[src/ula_pkg.sv]
// Shared constants and controller/datapath interface types for the serial line assembler.
// No dependencies; imported by every module of the block.
package ula_pkg;

	localparam int LINE_SLOTS = 2;
	localparam int SLOT_BYTES = 20;
	localparam int LINE_CHARS = SLOT_BYTES - 2;
	localparam int MEM_DEPTH  = LINE_SLOTS * LINE_CHARS;

	localparam int SLOT_W = (LINE_SLOTS > 1) ? $clog2(LINE_SLOTS) : 1;
	localparam int SUM_W  = $clog2(2 * LINE_SLOTS);
	localparam int CNT_W  = $clog2(LINE_SLOTS + 1);
	localparam int LEN_W  = $clog2(LINE_CHARS + 1);
	localparam int ADDR_W = $clog2(MEM_DEPTH);
	localparam int PEND_W = 2;

	localparam logic [7:0] CR_BYTE    = 8'd13;
	localparam logic [7:0] PRINT_LOW  = 8'd32;
	localparam logic [7:0] PRINT_HIGH = 8'd122;

	localparam logic CMD_RX   = 1'b0;
	localparam logic CMD_TAKE = 1'b1;

	// commands from the controller to the datapath
	typedef struct packed {
		logic capture;
		logic rx_exec;
		logic take_open;
		logic mem_read;
		logic emit_char;
	} ctl_cmd_t;

	// status from the datapath to the controller
	typedef struct packed {
		logic is_take;
		logic take_has_chars;
		logic idx_last;
	} ctl_stat_t;

endpackage

[src/uart_line_assembler.sv]
// Serial line assembler with echo: collects received bytes into a small ring of text
// lines and hands out completed lines on a take command. A transaction is accepted when
// start is high and busy is low. A received byte is captured, then executed; its single
// result strobes on result_valid in the same cycle as busy falls. A take reads its line
// through the single read port of the line memory: each character passes through a read
// state for the address and an emit state for the registered data; a take with no line
// pending or of an empty line gives one result. Results cannot be held off: each one is
// on the ports for exactly one cycle, and the final one of a transaction carries last.
// Every result reports lines_pending after the transaction. echo_enable is written
// through cfg_write/cfg_data; the user is to write it only while busy is low, which the
// block does not enforce. Depends on ula_pkg, ula_ctrl and ula_datapath.
module uart_line_assembler
	import ula_pkg::*;
(
	input  logic              clk,
	input  logic              arst_n,
	input  logic              start,
	output logic              busy,
	input  logic              command,
	input  logic [7:0]        rx_byte,
	input  logic              cfg_write,
	input  logic              cfg_data,
	output logic              result_valid,
	output logic              echo_valid,
	output logic [7:0]        echo_byte,
	output logic              rx_dropped,
	output logic              line_ready,
	output logic              char_valid,
	output logic [7:0]        line_char,
	output logic              last,
	output logic [PEND_W-1:0] lines_pending
);

	ctl_cmd_t  cmd;
	ctl_stat_t stat;

	ula_ctrl u_ctrl (
		.clk    (clk),
		.arst_n (arst_n),
		.start  (start),
		.stat   (stat),
		.cmd    (cmd),
		.busy   (busy)
	);

	ula_datapath u_dp (
		.clk           (clk),
		.arst_n        (arst_n),
		.cmd           (cmd),
		.stat          (stat),
		.command       (command),
		.rx_byte       (rx_byte),
		.cfg_write     (cfg_write),
		.cfg_data      (cfg_data),
		.result_valid  (result_valid),
		.echo_valid    (echo_valid),
		.echo_byte     (echo_byte),
		.rx_dropped    (rx_dropped),
		.line_ready    (line_ready),
		.char_valid    (char_valid),
		.line_char     (line_char),
		.last          (last),
		.lines_pending (lines_pending)
	);

	// a character that is not the last one is followed by the next after a read and an emit
	a_char_stream: assert property (@(posedge clk) disable iff (!arst_n)
		result_valid && !last |-> ##2 result_valid)
		else $error("line character stream broken");

	// only take characters may leave a transaction open
	a_open_is_char: assert property (@(posedge clk) disable iff (!arst_n)
		result_valid && !last |-> char_valid && line_ready && busy)
		else $error("non-final result outside a line take");

	// a dropped byte is never echoed and closes its transaction
	a_drop_no_echo: assert property (@(posedge clk) disable iff (!arst_n)
		result_valid && rx_dropped |-> !echo_valid && !char_valid && last)
		else $error("dropped byte echoed or left open");

	// an accepted transaction always blocks the next cycle
	a_accept_busy: assert property (@(posedge clk) disable iff (!arst_n)
		start && !busy |=> busy && !result_valid)
		else $error("controller did not take the transaction");

endmodule

[src/ula_ctrl.sv]
// Controller state machine of the serial line assembler.
// Depends on ula_pkg for the command and status structs.
module ula_ctrl
	import ula_pkg::*;
(
	input  logic      clk,
	input  logic      arst_n,
	input  logic      start,
	input  ctl_stat_t stat,
	output ctl_cmd_t  cmd,
	output logic      busy
);

	typedef enum logic [3:0] {
		S_IDLE = 4'b0001,
		S_EXEC = 4'b0010,
		S_READ = 4'b0100,
		S_EMIT = 4'b1000
	} state_t;

	state_t state_q, state_d;

	always_comb begin
		state_d       = state_q;
		cmd           = '0;
		busy          = 1'b1;
		unique case (state_q)
			S_IDLE: begin
				busy = 1'b0;
				if (start) begin
					cmd.capture = 1'b1;
					state_d     = S_EXEC;
				end
			end
			S_EXEC: begin
				if (stat.is_take) begin
					cmd.take_open = 1'b1;
					state_d       = stat.take_has_chars ? S_READ : S_IDLE;
				end else begin
					cmd.rx_exec = 1'b1;
					state_d     = S_IDLE;
				end
			end
			S_READ: begin
				cmd.mem_read = 1'b1;
				state_d      = S_EMIT;
			end
			S_EMIT: begin
				cmd.emit_char = 1'b1;
				state_d       = stat.idx_last ? S_IDLE : S_READ;
			end
			default: begin
				state_d = S_IDLE;
			end
		endcase
	end

	always_ff @(posedge clk or negedge arst_n) begin
		if (!arst_n) begin
			state_q <= S_IDLE;
		end else begin
			state_q <= state_d;
		end
	end

endmodule

[src/ula_datapath.sv]
// Datapath of the serial line assembler: line memory, slot lengths, queue pointers
// and result registers. Depends on ula_pkg; driven by ula_ctrl commands.
module ula_datapath
	import ula_pkg::*;
(
	input  logic              clk,
	input  logic              arst_n,
	input  ctl_cmd_t          cmd,
	output ctl_stat_t         stat,
	input  logic              command,
	input  logic [7:0]        rx_byte,
	input  logic              cfg_write,
	input  logic              cfg_data,
	output logic              result_valid,
	output logic              echo_valid,
	output logic [7:0]        echo_byte,
	output logic              rx_dropped,
	output logic              line_ready,
	output logic              char_valid,
	output logic [7:0]        line_char,
	output logic              last,
	output logic [PEND_W-1:0] lines_pending
);

	logic              cmd_q;
	logic [7:0]        byte_q;
	logic              echo_en_q;
	logic [LEN_W-1:0]  slot_len_q [LINE_SLOTS];
	logic [CNT_W-1:0]  count_q;
	logic [SLOT_W-1:0] oldest_q;
	logic [SLOT_W-1:0] take_slot_q;
	logic [LEN_W-1:0]  take_len_q;
	logic [LEN_W-1:0]  idx_q;
	logic [7:0]        line_mem_q [MEM_DEPTH];
	logic [7:0]        rd_q;

	logic              res_valid_q;
	logic              echo_valid_q;
	logic [7:0]        echo_byte_q;
	logic              dropped_q;
	logic              ready_q;
	logic              cv_q;
	logic [7:0]        char_q;
	logic              last_q;
	logic [PEND_W-1:0] pend_q;

	logic [SUM_W-1:0]  slot_sum;
	logic [SLOT_W-1:0] build_slot;
	logic [SLOT_W-1:0] oldest_next;
	logic [LEN_W-1:0]  build_len;
	logic              slots_full;
	logic              is_cr;
	logic              printable;
	logic              line_has_room;
	logic              mem_we;
	logic [ADDR_W-1:0] wr_addr;
	logic [ADDR_W-1:0] rd_addr;
	logic [CNT_W-1:0]  count_inc;
	logic [CNT_W-1:0]  count_dec;

	// the line under construction sits right after the completed ones in the ring
	assign slot_sum   = SUM_W'(oldest_q) + SUM_W'(count_q);
	assign build_slot = (slot_sum >= SUM_W'(LINE_SLOTS)) ?
		SLOT_W'(slot_sum - SUM_W'(LINE_SLOTS)) : SLOT_W'(slot_sum);
	assign oldest_next = (oldest_q == SLOT_W'(LINE_SLOTS - 1)) ?
		'0 : SLOT_W'(oldest_q + SLOT_W'(1));
	assign build_len     = slot_len_q[build_slot];
	assign slots_full    = (count_q == CNT_W'(LINE_SLOTS));
	assign is_cr         = (byte_q == CR_BYTE);
	assign printable     = (byte_q >= PRINT_LOW) && (byte_q <= PRINT_HIGH);
	assign line_has_room = (build_len < LEN_W'(LINE_CHARS));
	assign count_inc     = CNT_W'(count_q + CNT_W'(1));
	assign count_dec     = CNT_W'(count_q - CNT_W'(1));

	assign mem_we  = cmd.rx_exec && !slots_full && !is_cr && printable && line_has_room;
	assign wr_addr = ADDR_W'(ADDR_W'(build_slot) * ADDR_W'(LINE_CHARS) + ADDR_W'(build_len));
	assign rd_addr = ADDR_W'(ADDR_W'(take_slot_q) * ADDR_W'(LINE_CHARS) + ADDR_W'(idx_q));

	assign stat.is_take        = (cmd_q == CMD_TAKE);
	assign stat.take_has_chars = (count_q != '0) && (slot_len_q[oldest_q] != '0);
	assign stat.idx_last       = (LEN_W'(idx_q + LEN_W'(1)) == take_len_q);

	always_ff @(posedge clk) begin
		if (mem_we) begin
			line_mem_q[wr_addr] <= byte_q;
		end
		if (cmd.mem_read) begin
			rd_q <= line_mem_q[rd_addr];
		end
	end

	// control state: queue pointers, slot lengths, echo enable, result strobe
	always_ff @(posedge clk or negedge arst_n) begin
		if (!arst_n) begin
			echo_en_q   <= 1'b0;
			count_q     <= '0;
			oldest_q    <= '0;
			res_valid_q <= 1'b0;
			for (int i = 0; i < LINE_SLOTS; i++) begin
				slot_len_q[i] <= '0;
			end
		end else begin
			res_valid_q <= cmd.rx_exec || cmd.take_open && !stat.take_has_chars ||
				cmd.emit_char;
			if (cfg_write) begin
				echo_en_q <= cfg_data;
			end
			if (cmd.rx_exec && !slots_full) begin
				if (is_cr) begin
					count_q <= count_inc;
				end else if (printable) begin
					if (line_has_room) begin
						slot_len_q[build_slot] <= LEN_W'(build_len + LEN_W'(1));
					end else begin
						count_q <= count_inc;
					end
				end
			end
			// free the oldest slot; the partial line elsewhere stays
			if (cmd.take_open && count_q != '0) begin
				slot_len_q[oldest_q] <= '0;
				oldest_q             <= oldest_next;
				count_q              <= count_dec;
			end
		end
	end

	// transaction payload and result fields
	always_ff @(posedge clk) begin
		if (cmd.capture) begin
			cmd_q  <= command;
			byte_q <= rx_byte;
		end
		if (cmd.take_open) begin
			take_slot_q <= oldest_q;
			take_len_q  <= slot_len_q[oldest_q];
			idx_q       <= '0;
		end
		if (cmd.emit_char) begin
			idx_q <= LEN_W'(idx_q + LEN_W'(1));
		end

		if (cmd.rx_exec) begin
			ready_q <= 1'b0;
			cv_q    <= 1'b0;
			char_q  <= '0;
			last_q  <= 1'b1;
			if (slots_full) begin
				echo_valid_q <= 1'b0;
				echo_byte_q  <= '0;
				dropped_q    <= 1'b1;
				pend_q       <= PEND_W'(count_q);
			end else begin
				echo_valid_q <= echo_en_q;
				echo_byte_q  <= echo_en_q ? byte_q : 8'd0;
				dropped_q    <= 1'b0;
				if (is_cr || printable && !line_has_room) begin
					pend_q <= PEND_W'(count_inc);
				end else begin
					pend_q <= PEND_W'(count_q);
				end
			end
		end
		if (cmd.take_open) begin
			echo_valid_q <= 1'b0;
			echo_byte_q  <= '0;
			dropped_q    <= 1'b0;
			cv_q         <= 1'b0;
			char_q       <= '0;
			last_q       <= 1'b1;
			ready_q      <= (count_q != '0);
			pend_q       <= (count_q != '0) ? PEND_W'(count_dec) : PEND_W'(count_q);
		end
		if (cmd.emit_char) begin
			echo_valid_q <= 1'b0;
			echo_byte_q  <= '0;
			dropped_q    <= 1'b0;
			ready_q      <= 1'b1;
			cv_q         <= 1'b1;
			char_q       <= rd_q;
			last_q       <= stat.idx_last;
			pend_q       <= PEND_W'(count_q);
		end
	end

	assign result_valid  = res_valid_q;
	assign echo_valid    = echo_valid_q;
	assign echo_byte     = echo_byte_q;
	assign rx_dropped    = dropped_q;
	assign line_ready    = ready_q;
	assign char_valid    = cv_q;
	assign line_char     = char_q;
	assign last          = last_q;
	assign lines_pending = pend_q;

endmodule

[config.mk]
export PLATFORM = sky130hd
export DESIGN_NAME = uart_line_assembler
export DESIGN_NICKNAME = d
export VERILOG_FILES = /design/src/ula_pkg.sv /design/src/uart_line_assembler.sv /design/src/ula_ctrl.sv /design/src/ula_datapath.sv
export SDC_FILE = /design/constraint.sdc
export NUM_CORES = 1
export LEC_CHECK = 0
export BUFFER_PORTS_ARGS = -buffer_cell sky130_fd_sc_hd__buf_2
export CAP_MARGIN = 5
export CORE_MARGIN = 4
export CORE_UTILIZATION = 28
export DETAILED_ROUTE_END_ITERATION = 7
export PLACE_DENSITY_LB_ADDON = 0.1
export SLEW_MARGIN = 20
export SYNTH_ARGS = -nofsm -noshare
export SYNTH_HDL_FRONTEND = slang
export SYNTH_SLANG_ARGS = --single-unit
export TNS_END_PERCENT = 100
[constraint.sdc]
create_clock -name clk -period 6.8 [get_ports clk]
set_input_delay 1.02 -clock clk [delete_from_list [all_inputs] [get_ports clk]]
set_output_delay 1.02 -clock clk [all_outputs]
set_load 0.05 [all_outputs]
==> impl_results.md <==
- Hold Crit Class: input pin to async pin
- Dpl cells: 1611
- Post-Layout Cell Count: around 1.7k
- Arrival time at the worst endpoint: approximately 4.0 ns
- Required time of the critical path: roughly 7.0 ns
- Crit path kind: flip-flop to flip-flop
- Synth async-reset ratio: 0.05307
- Fmax: roughly 0.26 GHz
- Rows: 83
- Initial antenna violation count: 0
- R2R Path Start: u_dp.oldest_q
- Status: finished, final reports clean
- Grt total ovfl: 0
- Final hold vios: 0
- I/O pins: 39
- Relative slew slack: 0.2474
- Metal3 WL: between 1000 and 1500 um
- Die height: roughly 240 um
- Longest Clk Path Bufs: 3
- WL met2: between 15000 and 20000 um
- RSZ-0062 raised after global routing: false
- Syn Area/Cell: between 15 and 20 um2
- Top FF cell, synth: edfxtp_1
- Final clock skew: roughly 0.019 ns
- Antenna-violating nets left: 0
- Largest net degree at the start of global routing: 63
- FF-to-FF path depth: 6
- Mapped Nets: ~940
- Area of the multi-input gates: 3979 um2
- Number of max-cap violations: 0
- CP top delay family: simple AND/OR/NAND/NOR gates
- Resized cells post-CTS: 0
- Slowest cell on crit path: nor2_1
- Leakage: between 0.005 and 0.006 uW
- DIE AREA: around 56000 um2
- Routed len/inst: approximately 23 um
- Residual DRC: 0
- Routed wire length: between 30000 and 40000 um
- Syn Std Cell Area: 14740 um2
- Hold Buf Count CTS: 0
- Reg2reg end: u_dp.line_mem_q[0][2]
- CP startpoint kind: flip-flop
- Most frequent cells in the layout: 327 x edfxtp_1, 119 x mux2i_1, 62 x nor2_1
- Setup TNS: 0 ns
- DR vias/cell: around 4.8
- CTS tree: done
- Metal-1 WL: around 19000 um
- Filler Cells Inserted: roughly 5k
- # nets final: about 1000
- Synth unique cells: 64
- EDFF count, synth: ~330
- Post-DP HPWL: about 25000 um
- 1st-iter DRT viols: around 460
- Mapped Cells: 920
- P&R area growth vs syn: 15.86%
- PortBufs: 38
- Layout cells sized above 1: 0.1630
- Max FO, Critical Path: 13
- Clk pin slew, worst setup/hold paths: 0.06 ns
- CP endpoint kind: flip-flop
- RD Place Congestion: 0.7413
- CP Cell Sequence: xnor2_2, mux2i_2, inv_2, or4_1, nand2b_1, nor2_1
- CTS Root Buffer Type: clkbuf_16
- Final setup fails: 0
- Synth warn: 0
- Register area share after synthesis: 0.7150
- Vias in the first global route: 8344
- Flip-flop and latch area: ~11000 um2
- Gr usage total: 0.1390
- Worst vdd ir: around 0.16 mV
- Die width: about 240 um
- Most common cell after layout, fill and taps aside: edfxtp_1
- Antenna diode count: 0
- Via count: roughly 8k
- R2r setup slk: between 2 and 3 ns
- Max Slew Vio Count: 0
- CORE AREA: between 50000 and 60000 um2
- CTS H-tree depth: 2
- First-pass GRT wire length: about 58000 um
- Tmin final: ~3.8 ns
- PwrDens: 333.3 nW/um2
- DR top layer: met4
- Period utilization: 0.5641
- Max incr delay on CP: 0.76 ns
- CTS Buf Count: 41
- Slew @ Worst Pin: between 1 and 1.5 ns
- Final Power: 5691 uW
- DR pass1 iterations: 5
- Post-CTS Setup Bufs: 0
- CTS Sinks: ~360
- #FFs+latches synth: 358
- Initial Util: 0.2849
- CP bufs+invs: 1
- Clk_lat worst skew: 0.56 ns
-- cells in the mapped netlist (3+ instances only) --
| cell | number | share of area |
|---|---|---|
| edfxtp_1 | 327 | 0.67 |
| mux2i_1 | 119 | 0.081 |
| nor2_1 | 63 | 0.016 |
| a21oi_1 | 35 | 0.012 |
| nand2_1 | 35 | 0.0089 |
| a22oi_1 | 28 | 0.014 |
| clkbuf_1 | 26 | 0.0066 |
| dfrtp_1 | 18 | 0.031 |
| nand3_1 | 18 | 0.0061 |
| buf_2 | 16 | 0.0054 |
| mux4_2 | 16 | 0.024 |
| inv_1 | 15 | 0.0038 |
| a221oi_1 | 14 | 0.0083 |
| a22o_1 | 14 | 0.0083 |
| dfxtp_1 | 12 | 0.016 |
| and2_1 | 11 | 0.0047 |
| ha_1 | 9 | 0.0076 |
| o21ai_0 | 9 | 0.0031 |
| o22ai_1 | 9 | 0.0038 |
| mux2_2 | 8 | 0.0061 |
| nand2b_1 | 8 | 0.0034 |
| xnor2_1 | 8 | 0.0048 |
| buf_1 | 7 | 0.0018 |
| o41ai_1 | 7 | 0.0042 |
| nor2b_1 | 6 | 0.0025 |
| xor2_1 | 6 | 0.0036 |
| nor3_1 | 5 | 0.0017 |
| or3_1 | 5 | 0.0021 |
| nand3b_1 | 4 | 0.0020 |
| nand4_1 | 4 | 0.0017 |
| nor4b_1 | 4 | 0.0024 |
| o221ai_1 | 4 | 0.0024 |
| or4_1 | 4 | 0.0020 |
| a21o_1 | 3 | 0.0015 |
| a41oi_1 | 3 | 0.0018 |
| nor4_1 | 3 | 0.0013 |
| o31ai_1 | 3 | 0.0015 |
-- stage by stage --
| step | setup WS, ns | cell area, um2 | utilization | hold WS, ns |
|---|---|---|---|---|
| 2_1_floorplan | 3.807 | 14740 | - | 0.4951 |
| 3_3_place_gp | 3.003 | 15800 | 0.3055 | 0.4315 |
| 3_5_place_dp | 2.964 | 15800 | 0.3055 | 0.4348 |
| 4_1_cts | 2.944 | 17070 | 0.3301 | 0.3991 |
| 5_1_grt | 2.775 | 17070 | 0.3301 | 0.4365 |
| 6_report | 2.964 | 17070 | 0.3301 | 0.4252 |
-- layer usage --
layer	track usage	vias to the layer above
met5	0	-
met4	0.04211	0
met3	0.01938	45
met2	0.2256	146
met1	0.1948	4116
li1	-	3733
-- cells by family (layout without fill, tap and decap cells) --
kind of cell             count (synthesis)  after routing  synth area share
AO/OA/AOI/OAI                          139            139           0.06666
multiplexers                           145            145            0.1133
adder cells (fa/ha/maj)                  9              9          0.007642
AND/OR/NAND/NOR                        185            185           0.06521
flip-flops                             358            358            0.7150
XOR/XNOR                                18             18           0.01376
buffers and inverters                   66            152           0.01843
-- cell type report --
cell class,count,share of cell area
flip-flops and latches,358,0.6172
multi-input cells,496,0.2331
clock buffers,59,0.06713
well taps,680,0.04984
repair buffers,61,0.02199
clock inverters,16,0.007329
inverters,16,0.003518
-- flip-flops by register name, summed over array words and instances (netlist names), 2 cells and up --
signal	cells
u_dp.take_len_q	5
u_dp.count_q	2
u_dp.line_mem_q	288
u_dp.idx_q	5
u_dp.echo_byte	8
u_dp.rd_q	8
u_dp.line_char	8
u_dp.slot_len_q	10
u_ctrl.state_q	4
u_dp.lines_pending	2
u_dp.byte_q	8
-- worst max-delay path by stage --
stage                               from                     end  slack [ns]  depth (start not counted)
after floorplan           u_dp.byte_q[5]  u_dp.line_mem_q[35][0]        3.81                          4
after global routing       u_dp.oldest_q   u_dp.line_mem_q[0][6]        2.78                          6
after CTS                  u_dp.oldest_q   u_dp.line_mem_q[0][2]        2.94                          6
after detailed placement   u_dp.oldest_q   u_dp.line_mem_q[0][7]        2.96                          6
final                      u_dp.oldest_q   u_dp.line_mem_q[0][2]        2.96                          6
after global placement     u_dp.oldest_q   u_dp.line_mem_q[0][3]        3.00                          6
-- where the power goes --
group	switching [uW]	total (uW)	internal (uW)	leakage [uW]
registers	71.4	2630	2560	0.00330
clock network	858	2100	1250	0.000622
logic	656	955	299	0.00186
No activity file was read; power rests on OpenSTA's default activity.
